**config.mk**
```make
export PLATFORM = sky130hd
export DESIGN_NAME = radix_converter_core_flat
export DESIGN_NICKNAME = d
export VERILOG_FILES = /design/src/rtl/rcv_pkg.sv /design/src/rtl/rcv_if.sv /design/src/rtl/rcv_alu.sv /design/src/rtl/radix_converter_core.sv /design/src/flat_wrapper.sv
export SDC_FILE = /design/constraint.sdc
export NUM_CORES = 1
export LEC_CHECK = 0
export ABC_AREA = 0
export BUFFER_PORTS_ARGS = -buffer_cell sky130_fd_sc_hd__buf_4
export CORE_MARGIN = 2
export CORE_UTILIZATION = 50
export DETAILED_ROUTE_END_ITERATION = 10
export GPL_ROUTABILITY_DRIVEN = 0
export HOLD_SLACK_MARGIN = 0.08
export MAX_ROUTING_LAYER = met4
export PLACE_DENSITY = 0.64
export SYNTH_ARGS = -nofsm -noshare
export SYNTH_HDL_FRONTEND = slang
export SYNTH_HIERARCHICAL = 1
export SYNTH_SLANG_ARGS = --single-unit
```
**constraint.sdc**
```tcl
create_clock -name clk -period 19 [get_ports clk]
set_clock_uncertainty 0.15 [all_clocks]
set_input_delay 3.8 -clock clk [delete_from_list [all_inputs] [get_ports clk]]
set_output_delay 3.8 -clock clk [all_outputs]
set_load 0.03 [all_outputs]
```
**src/rtl/rcv_pkg.sv**
```systemverilog
// Shared types, constants and mode decoding for the radix converter.
package rcv_pkg;

  localparam int MODE_W          = 4;
  localparam int VAL_W           = 63;
  localparam int OPERAND_DIGITS  = 19;
  localparam int BCD_DIGITS      = OPERAND_DIGITS + 1;
  localparam int BCD_W           = 4 * BCD_DIGITS;
  localparam int DABBLE_BITS     = 3;
  localparam int DABBLE_STEPS    = (VAL_W + DABBLE_BITS - 1) / DABBLE_BITS;
  localparam int WEIGHT_STEPS    = BCD_DIGITS / 2;
  localparam int CNT_W           = $clog2(DABBLE_STEPS);
  localparam int IDX_W           = $clog2(OPERAND_DIGITS);
  localparam int VPOS_W          = $clog2(VAL_W);
  localparam int NUM_MODES       = 12;

  typedef logic [MODE_W-1:0] mode_t;

  localparam mode_t MODE_BIN_OCT = 4'd0;
  localparam mode_t MODE_BIN_DEC = 4'd1;
  localparam mode_t MODE_BIN_HEX = 4'd2;
  localparam mode_t MODE_OCT_BIN = 4'd3;
  localparam mode_t MODE_OCT_DEC = 4'd4;
  localparam mode_t MODE_OCT_HEX = 4'd5;
  localparam mode_t MODE_DEC_BIN = 4'd6;
  localparam mode_t MODE_DEC_OCT = 4'd7;
  localparam mode_t MODE_DEC_HEX = 4'd8;
  localparam mode_t MODE_HEX_BIN = 4'd9;
  localparam mode_t MODE_HEX_OCT = 4'd10;
  localparam mode_t MODE_HEX_DEC = 4'd11;

  // Number form: plain value, or digit-packed base 2 / base 8.
  typedef logic [1:0] form_t;
  localparam form_t FORM_PLAIN = 2'd0;
  localparam form_t FORM_BIN   = 2'd1;
  localparam form_t FORM_OCT   = 2'd2;

  typedef logic [1:0] alu_op_t;
  localparam alu_op_t OP_DABBLE = 2'd0;
  localparam alu_op_t OP_WEIGHT = 2'd1;
  localparam alu_op_t OP_PACK   = 2'd2;

  typedef struct packed {
    alu_op_t          op;
    logic             oct;
    logic             sat;
    logic [IDX_W-1:0] digit_idx;
  } alu_ctrl_t;

  function automatic logic mode_known(input mode_t m);
    return m < MODE_W'(NUM_MODES);
  endfunction

  function automatic form_t src_form(input mode_t m);
    form_t f;
    case (m) inside
      MODE_BIN_OCT, MODE_BIN_DEC, MODE_BIN_HEX: f = FORM_BIN;
      MODE_OCT_BIN, MODE_OCT_DEC, MODE_OCT_HEX: f = FORM_OCT;
      default:                                  f = FORM_PLAIN;
    endcase
    return f;
  endfunction

  function automatic form_t dst_form(input mode_t m);
    form_t f;
    case (m) inside
      MODE_OCT_BIN, MODE_DEC_BIN, MODE_HEX_BIN: f = FORM_BIN;
      MODE_BIN_OCT, MODE_DEC_OCT, MODE_HEX_OCT: f = FORM_OCT;
      default:                                  f = FORM_PLAIN;
    endcase
    return f;
  endfunction

endpackage

```
**src/rtl/rcv_if.sv**
```systemverilog
// Request and result channel interfaces of the radix converter.
interface rcv_req_if import rcv_pkg::*; ();
  logic              valid;
  logic              ready;
  logic [MODE_W-1:0] mode;
  logic [VAL_W-1:0]  operand;

  modport source(output valid, mode, operand, input ready);
  modport sink(input valid, mode, operand, output ready);
endinterface

interface rcv_rsp_if import rcv_pkg::*; ();
  logic             valid;
  logic             ready;
  logic [VAL_W-1:0] converted;
  logic             overflow;

  modport source(output valid, converted, overflow, input ready);
  modport sink(input valid, converted, overflow, output ready);
endinterface

```
**src/rtl/rcv_alu.sv**
```systemverilog
// Shared datapath unit: BCD shift-and-adjust, radix weighting and decimal packing.
module rcv_alu import rcv_pkg::*; (
  input  alu_ctrl_t        ctrl,
  input  logic [BCD_W-1:0] bcd,
  input  logic [VAL_W-1:0] num,
  input  logic [VAL_W-1:0] acc,
  output logic [BCD_W-1:0] bcd_out,
  output logic [VAL_W-1:0] num_out,
  output logic [VAL_W-1:0] acc_out
);

  // Adjust every BCD digit that is five or more, then shift in one bit.
  function automatic logic [BCD_W-1:0] dabble_shift(input logic [BCD_W-1:0] b,
                                                    input logic bit_in);
    logic [BCD_W-1:0] adj;
    adj = b;
    for (int i = 0; i < BCD_DIGITS; i++) begin
      if (adj[4*i +: 4] >= 4'd5) begin
        adj[4*i +: 4] = adj[4*i +: 4] + 4'd3;
      end
    end
    return {adj[BCD_W-2:0], bit_in};
  endfunction

  logic [BCD_W-1:0]  dabbled;
  logic [3:0]        d_hi;
  logic [3:0]        d_lo;
  logic [3:0]        pack_digit;
  logic [VPOS_W-1:0] bin_pos;
  logic [VPOS_W-1:0] oct_pos;

  always_comb begin
    dabbled = bcd;
    for (int j = 0; j < DABBLE_BITS; j++) begin
      dabbled = dabble_shift(dabbled, num[VAL_W-1-j]);
    end
  end

  assign d_hi    = bcd[BCD_W-1 -: 4];
  assign d_lo    = bcd[BCD_W-5 -: 4];
  assign bin_pos = VPOS_W'(ctrl.digit_idx);
  assign oct_pos = VPOS_W'(ctrl.digit_idx) * VPOS_W'(3);

  always_comb begin
    if (ctrl.sat) begin
      pack_digit = ctrl.oct ? 4'd7 : 4'd1;
    end else if (ctrl.oct) begin
      pack_digit = {1'b0, num[oct_pos +: 3]};
    end else begin
      pack_digit = {3'b000, num[bin_pos]};
    end
  end

  always_comb begin
    bcd_out = bcd;
    num_out = num;
    acc_out = acc;
    unique case (ctrl.op)
      OP_DABBLE: begin
        bcd_out = dabbled;
        num_out = num << DABBLE_BITS;
      end
      OP_WEIGHT: begin
        bcd_out = bcd << 8;
        if (ctrl.oct) begin
          acc_out = (acc << 6) + VAL_W'({d_hi, 3'b000}) + VAL_W'(d_lo);
        end else begin
          acc_out = (acc << 2) + VAL_W'({d_hi, 1'b0}) + VAL_W'(d_lo);
        end
      end
      OP_PACK: begin
        acc_out = (acc << 3) + (acc << 1) + VAL_W'(pack_digit);
      end
      default: begin
        acc_out = acc;
      end
    endcase
  end

endmodule

```
**src/rtl/radix_converter_core.sv**
```systemverilog
// Top level of the radix converter: sequencer, working registers and result register.
//
//   channel   | side   | payload                      | item
//   ----------+--------+------------------------------+-----------------------------
//   request   | sink   | mode[3:0], operand[62:0]     | one conversion to run
//   result    | source | converted[62:0], overflow    | one converted number
//
// Sequencing: an item runs alone through one shared unit. A packed source is decoded
// by double-dabble steps (3 operand bits each), then weighting steps (2 digits each);
// a packed target is built by packing steps (one digit each). The accept and finish
// states frame these passes; a new item is taken only once the last has finished.
// Reset (rst, synchronous) returns the sequencer to idle and drops any held result.
// A stalled result holds in the output register; the next item is taken meanwhile.
module radix_converter_core import rcv_pkg::*; #(
  parameter int MAX_DIGITS = 19
) (
  input  logic      clk,
  input  logic      rst,
  rcv_req_if.sink   request,
  rcv_rsp_if.source result
);

  localparam int BIN_LIMIT = MAX_DIGITS;
  localparam int OCT_LIMIT = 3 * MAX_DIGITS;

  localparam logic [2:0] ST_IDLE   = 3'd0;
  localparam logic [2:0] ST_DABBLE = 3'd1;
  localparam logic [2:0] ST_WEIGHT = 3'd2;
  localparam logic [2:0] ST_PACK   = 3'd3;
  localparam logic [2:0] ST_FINISH = 3'd4;

  logic [2:0]       state;
  logic [CNT_W-1:0] cnt;
  form_t            srcf;
  form_t            dstf;
  logic             sat;
  logic [VAL_W-1:0] num;
  logic [VAL_W-1:0] acc;
  logic [BCD_W-1:0] bcd;
  logic             out_valid;
  logic [VAL_W-1:0] out_conv;
  logic             out_ovf;

  alu_ctrl_t        ctrl;
  logic [BCD_W-1:0] alu_bcd;
  logic [VAL_W-1:0] alu_num;
  logic [VAL_W-1:0] alu_acc;

  logic             req_take;
  form_t            req_src;
  form_t            req_dst;
  logic [VAL_W-1:0] req_val;
  form_t            enter_dst;
  logic [VAL_W-1:0] enter_val;
  logic             enter_sat;
  logic             finish_load;

  assign request.ready    = (state == ST_IDLE);
  assign req_take         = request.valid && request.ready;
  assign req_src          = src_form(request.mode);
  assign req_dst          = dst_form(request.mode);
  // Unknown modes convert a zero plain value.
  assign req_val          = mode_known(request.mode) ? request.operand : '0;

  assign result.valid     = out_valid;
  assign result.converted = out_conv;
  assign result.overflow  = out_ovf;

  // A finishing item moves into the output register once it is free or being taken.
  assign finish_load      = (state == ST_FINISH) && (!out_valid || result.ready);

  // Value and target form at the point the packing pass starts.
  always_comb begin
    enter_dst = (state == ST_IDLE) ? req_dst : dstf;
    enter_val = (state == ST_IDLE) ? req_val : alu_acc;
    if (enter_dst == FORM_OCT) begin
      enter_sat = (enter_val >> OCT_LIMIT) != '0;
    end else begin
      enter_sat = (enter_val >> BIN_LIMIT) != '0;
    end
  end

  // Drive the shared unit from the sequencer state.
  always_comb begin
    ctrl.sat       = sat;
    ctrl.digit_idx = IDX_W'(MAX_DIGITS - 1) - cnt[IDX_W-1:0];
    unique case (state)
      ST_DABBLE: begin
        ctrl.op  = OP_DABBLE;
        ctrl.oct = 1'b0;
      end
      ST_WEIGHT: begin
        ctrl.op  = OP_WEIGHT;
        ctrl.oct = (srcf == FORM_OCT);
      end
      default: begin
        ctrl.op  = OP_PACK;
        ctrl.oct = (dstf == FORM_OCT);
      end
    endcase
  end

  rcv_alu u_alu (
    .ctrl    (ctrl),
    .bcd     (bcd),
    .num     (num),
    .acc     (acc),
    .bcd_out (alu_bcd),
    .num_out (alu_num),
    .acc_out (alu_acc)
  );

  always_ff @(posedge clk) begin
    if (rst) begin
      state     <= ST_IDLE;
      cnt       <= '0;
      out_valid <= 1'b0;
    end else begin
      // Refill with a finishing item, else drop the held result once taken.
      if (finish_load) begin
        out_valid <= 1'b1;
      end else if (result.valid && result.ready) begin
        out_valid <= 1'b0;
      end
      unique case (state)
        ST_IDLE: begin
          if (req_take) begin
            srcf <= req_src;
            dstf <= req_dst;
            num  <= req_val;
            bcd  <= '0;
            acc  <= '0;
            cnt  <= '0;
            sat  <= enter_sat;
            if (req_src != FORM_PLAIN) begin
              state <= ST_DABBLE;
            end else if (req_dst != FORM_PLAIN) begin
              state <= ST_PACK;
            end else begin
              state <= ST_FINISH;
            end
          end
        end
        ST_DABBLE: begin
          bcd <= alu_bcd;
          num <= alu_num;
          if (cnt == CNT_W'(DABBLE_STEPS - 1)) begin
            cnt   <= '0;
            state <= ST_WEIGHT;
          end else begin
            cnt <= cnt + 1'b1;
          end
        end
        ST_WEIGHT: begin
          bcd <= alu_bcd;
          if (cnt == CNT_W'(WEIGHT_STEPS - 1)) begin
            // Hand the decoded value over and clear the accumulator for packing.
            num <= alu_acc;
            acc <= '0;
            cnt <= '0;
            sat <= enter_sat;
            state <= (dstf != FORM_PLAIN) ? ST_PACK : ST_FINISH;
          end else begin
            acc <= alu_acc;
            cnt <= cnt + 1'b1;
          end
        end
        ST_PACK: begin
          acc <= alu_acc;
          if (cnt == CNT_W'(MAX_DIGITS - 1)) begin
            cnt   <= '0;
            state <= ST_FINISH;
          end else begin
            cnt <= cnt + 1'b1;
          end
        end
        ST_FINISH: begin
          // Hold until the output register is free.
          if (finish_load) begin
            out_conv  <= (dstf == FORM_PLAIN) ? num : acc;
            out_ovf   <= (dstf != FORM_PLAIN) && sat;
            state     <= ST_IDLE;
          end
        end
        default: begin
          state <= ST_IDLE;
        end
      endcase
    end
  end

endmodule

```
**src/flat_wrapper.sv**
```systemverilog
// flat-port wrapper written by rule: the top's interface ports become plain ports
module radix_converter_core_flat import rcv_pkg::*;
#(
  parameter int MAX_DIGITS = 19
)
  (clk, rst, request_valid, request_mode, request_operand, request_ready, result_valid, result_converted, result_overflow, result_ready);
  rcv_req_if request_i ();
  rcv_rsp_if result_i ();
  input  logic clk;
  input  logic rst;
  input wire logic [$bits(request_i.valid)-1:0] request_valid;
  input wire logic [$bits(request_i.mode)-1:0] request_mode;
  input wire logic [$bits(request_i.operand)-1:0] request_operand;
  output wire logic [$bits(request_i.ready)-1:0] request_ready;
  output wire logic [$bits(result_i.valid)-1:0] result_valid;
  output wire logic [$bits(result_i.converted)-1:0] result_converted;
  output wire logic [$bits(result_i.overflow)-1:0] result_overflow;
  input wire logic [$bits(result_i.ready)-1:0] result_ready;
  assign request_i.valid = request_valid;
  assign request_i.mode = request_mode;
  assign request_i.operand = request_operand;
  assign request_ready = request_i.ready;
  assign result_valid = result_i.valid;
  assign result_converted = result_i.converted;
  assign result_overflow = result_i.overflow;
  assign result_i.ready = result_ready;
  radix_converter_core #(.MAX_DIGITS(MAX_DIGITS)) u_core (.clk(clk), .rst(rst), .request(request_i), .result(result_i));
endmodule
```
==> qor.txt <==
DRT antenna net count = 0
power per cell area = 193 nW/um^2
MaxCap Viol Count = 0
commonest non-fill, non-tap cell in the layout = edfxtp_1
CTS root buffer = clkbuf_16
postcts setup bufs = 0
asr flop ratio synth = 0%
dominant cell type by area after synthesis = edfxtp_1
Routed WL per cell = 24.2 um
vias = 26600
WS Path Type = flop to flop
Mapped Cells = 3230
Hold Path Origin = u_core/cnt[4]$_SDFFE_PP0P_
DRT Pass-1 Iters = 8
largest fanout on the critical path = 65
Skew-Pair Late Insertion Delay = 560 ps
cts repair resizes = 0
Die H = 247 um
Initial Util = 50.8%
Final Slew Violations = 0
Synthesized Nets = 3507
Worst path most repeated cell = inv_1
critical path's largest stage delay = 1230 ps
DRC violations left = 0
Pwr Total = 6.17 mW
Post-Syn Area = 29500 sq um
Hold Path Class = flop to flop
Primary FF master, synth = edfxtp_1
Final Setup Violations = 0
total track usage = 32.4%
Critical path origin = u_core/cnt[0]$_SDFFE_PP0P_
first-pass GRT wire length = 149 mm
reg2reg start = u_core/cnt[0]$_SDFFE_PP0P_
die width = 247 um
count of cell types in the netlist = 97
worst path required time = 19120 ps
initial antenna violation count = 7
I/O pin cnt = 137
Pleak = 12.6 nW
status = finished clean
WL final = 97.6 mm
Period minus WS final = 9520 ps
top cells by area, synth = edfxtp_1, ha_1, mux2_2
#FFs+latches synth = 284
Crit-path slowest cell = fa_1
Syn Area/Cell = 9.12 sq um
most frequent cells in the layout = edfxtp_1, inv_1, nor2_1
crit share post-route = 50.1%
WP data arrival = 9640 ps
sequential area share after synthesis = 28.6%
Reg2Reg Setup Slack = 9480 ps
Post-synth EDFFs = 275
1st-iter DRT viols = 3303
Post-Layout Cell Count = 4028
Die ar. = 60900 sq um
DP Wirelength = 69.9 mm
final net count = 3511
Critical Path Sink Type = flop
Reg clk slew, reported paths = 60 ps
Port Buf Inserts = 136
synth warn = 6
Via density = 6.61
Rel. slew slack = 22.0%
CTS H-Tree Depth = 2
Fin Setup TNS = 0 ps
clk sinks = 284
crit path launch type = flop
peak supply drop = 0.131 mV
vias in the first global route = 25300
fraction of layout instances using a drive strength above 1 = 14.2%
num rows = 88
Longest Clk Path Bufs = 3
largest net degree at the start of global routing = 88
cts hold-fix bufs = 0
CTS tree = built
slew at the pin closest to its max-slew limit = 1170 ps
CTS buffer count = 37
endpoints failing hold = 0
area delta synth->final = 8.56%
Overflow after GRT = 0
FMAX = 105 MHz
top-area cell type share of the netlist area = 28.0%
Cells after DPL = 3960
fillcell total = 5135
Core Region = 58000 sq um
RSZ-0062 raised after global routing = false
[state kept, by name, indices dropped and copies added, names as in the netlist]
| signal | cells |
|---|---|
| u_core/acc | 63 |
| u_core/bcd | 80 |
| u_core/cnt | 5 |
| u_core/dstf | 2 |
| u_core/num | 63 |
| u_core/result.converted | 63 |
| u_core/result.overflow | 1 |
| u_core/result.valid | 1 |
| u_core/sat | 1 |
| u_core/srcf | 2 |
| u_core/state | 3 |
[cells by family (layout without fill, tap and decap cells)]
logic type | after synthesis | count (layout) | synth area share, %
xor gates and xnor gates | 246 | 246 | 7.31
muxes | 298 | 298 | 13.0
DFF | 284 | 284 | 28.6
buffers and inverters | 417 | 443 | 5.78
other | 0 | 7 | 0
adders and majority gates | 206 | 206 | 8.87
AOI/OAI and AO/OA | 808 | 808 | 19.2
and+or+nand+nor | 971 | 971 | 17.2
[layout make-up]
| cell class | instances | area [sq um] | share of cell area [%] |
|---|---|---|---|
| clock inverters | 21 | 164 | 0.512 |
| clock buffers | 40 | 937 | 2.93 |
| well taps | 765 | 957 | 2.99 |
| flip-flops and latches | 284 | 8440 | 26.4 |
| diodes | 7 | 17.5 | 0.0548 |
| repair buffers | 160 | 1200 | 3.75 |
| inverters | 222 | 833 | 2.60 |
| multi-input cells | 2529 | 19400 | 60.8 |
[layer usage]
layer	track usage [%]	up-vias	part of all wire (%)	wire, um
met5	-	-	0	0
met4	16.0	0	5.9	5760
met3	7.07	302	10	9990
met2	50.1	1447	45	44000
met1	40.0	12900	39	37900
li1	-	12000	-	-
[path summary, 6_finish.rpt]
kind,endpoint,depth (start not counted)
worst min register to register,u_core/cnt[4]$_SDFFE_PP0P_,2
worst min-delay path,u_core/cnt[4]$_SDFFE_PP0P_,2
worst max-delay path,u_core/sat$_DFFE_PP_,30
worst max register to register,u_core/sat$_DFFE_PP_,30
[synthesized netlist by cell type, types with 27 or more instances]
library cell / number
nor3b_1: 33
nand2_1: 184
mux2_2: 135
nor2b_1: 52
ha_1: 201
a21o_1: 43
xnor2_1: 158
nor3_1: 70
nor4_1: 30
clkbuf_1: 120
edfxtp_1: 275
nor2_1: 201
o21a_1: 27
a21boi_0: 27
inv_1: 220
buf_2: 45
and2_1: 154
nand4_1: 48
o21ai_0: 187
mux4_2: 55
xor2_1: 88
a22oi_1: 63
a222oi_1: 65
mux2i_1: 107
nand2b_1: 53
nand3_1: 73
a21oi_1: 182
[critical path, delay by kind of cell (launching register included)]
kind / cells / cell delay, ps
AO/OA/AOI/OAI: 12 / 3210
XOR/XNOR: 1 / 180
adder cells (fa/ha/maj): 4 / 2290
buffers and inverters: 5 / 1320
flip-flops: 1 / 310
multiplexers: 2 / 450
AND/OR/NAND/NOR: 6 / 1300
[per-stage QoR]
stage / util [%] / cell area (sq um) / hold WS (ps) / worst slack, ps
floorplan: - / 29500 / 403 / 1640
global placement: 53.2 / 30900 / 422 / 9920
finish: 55.1 / 32000 / 448 / 9480
detailed placement: 53.2 / 30900 / 440 / 9670
CTS: 55.1 / 32000 / 451 / 9670
global route: 55.1 / 32000 / 492 / 8980
[power by group]
group | leakage (nW) | switching [mW] | internal (mW) | total (mW)
logic | 9.37 | 2.51 | 1.75 | 4.25
registers | 2.69 | 0.314 | 0.944 | 1.26
clock network | 0.542 | 0.281 | 0.382 | 0.663
Power figures use the tool's default switching activity.
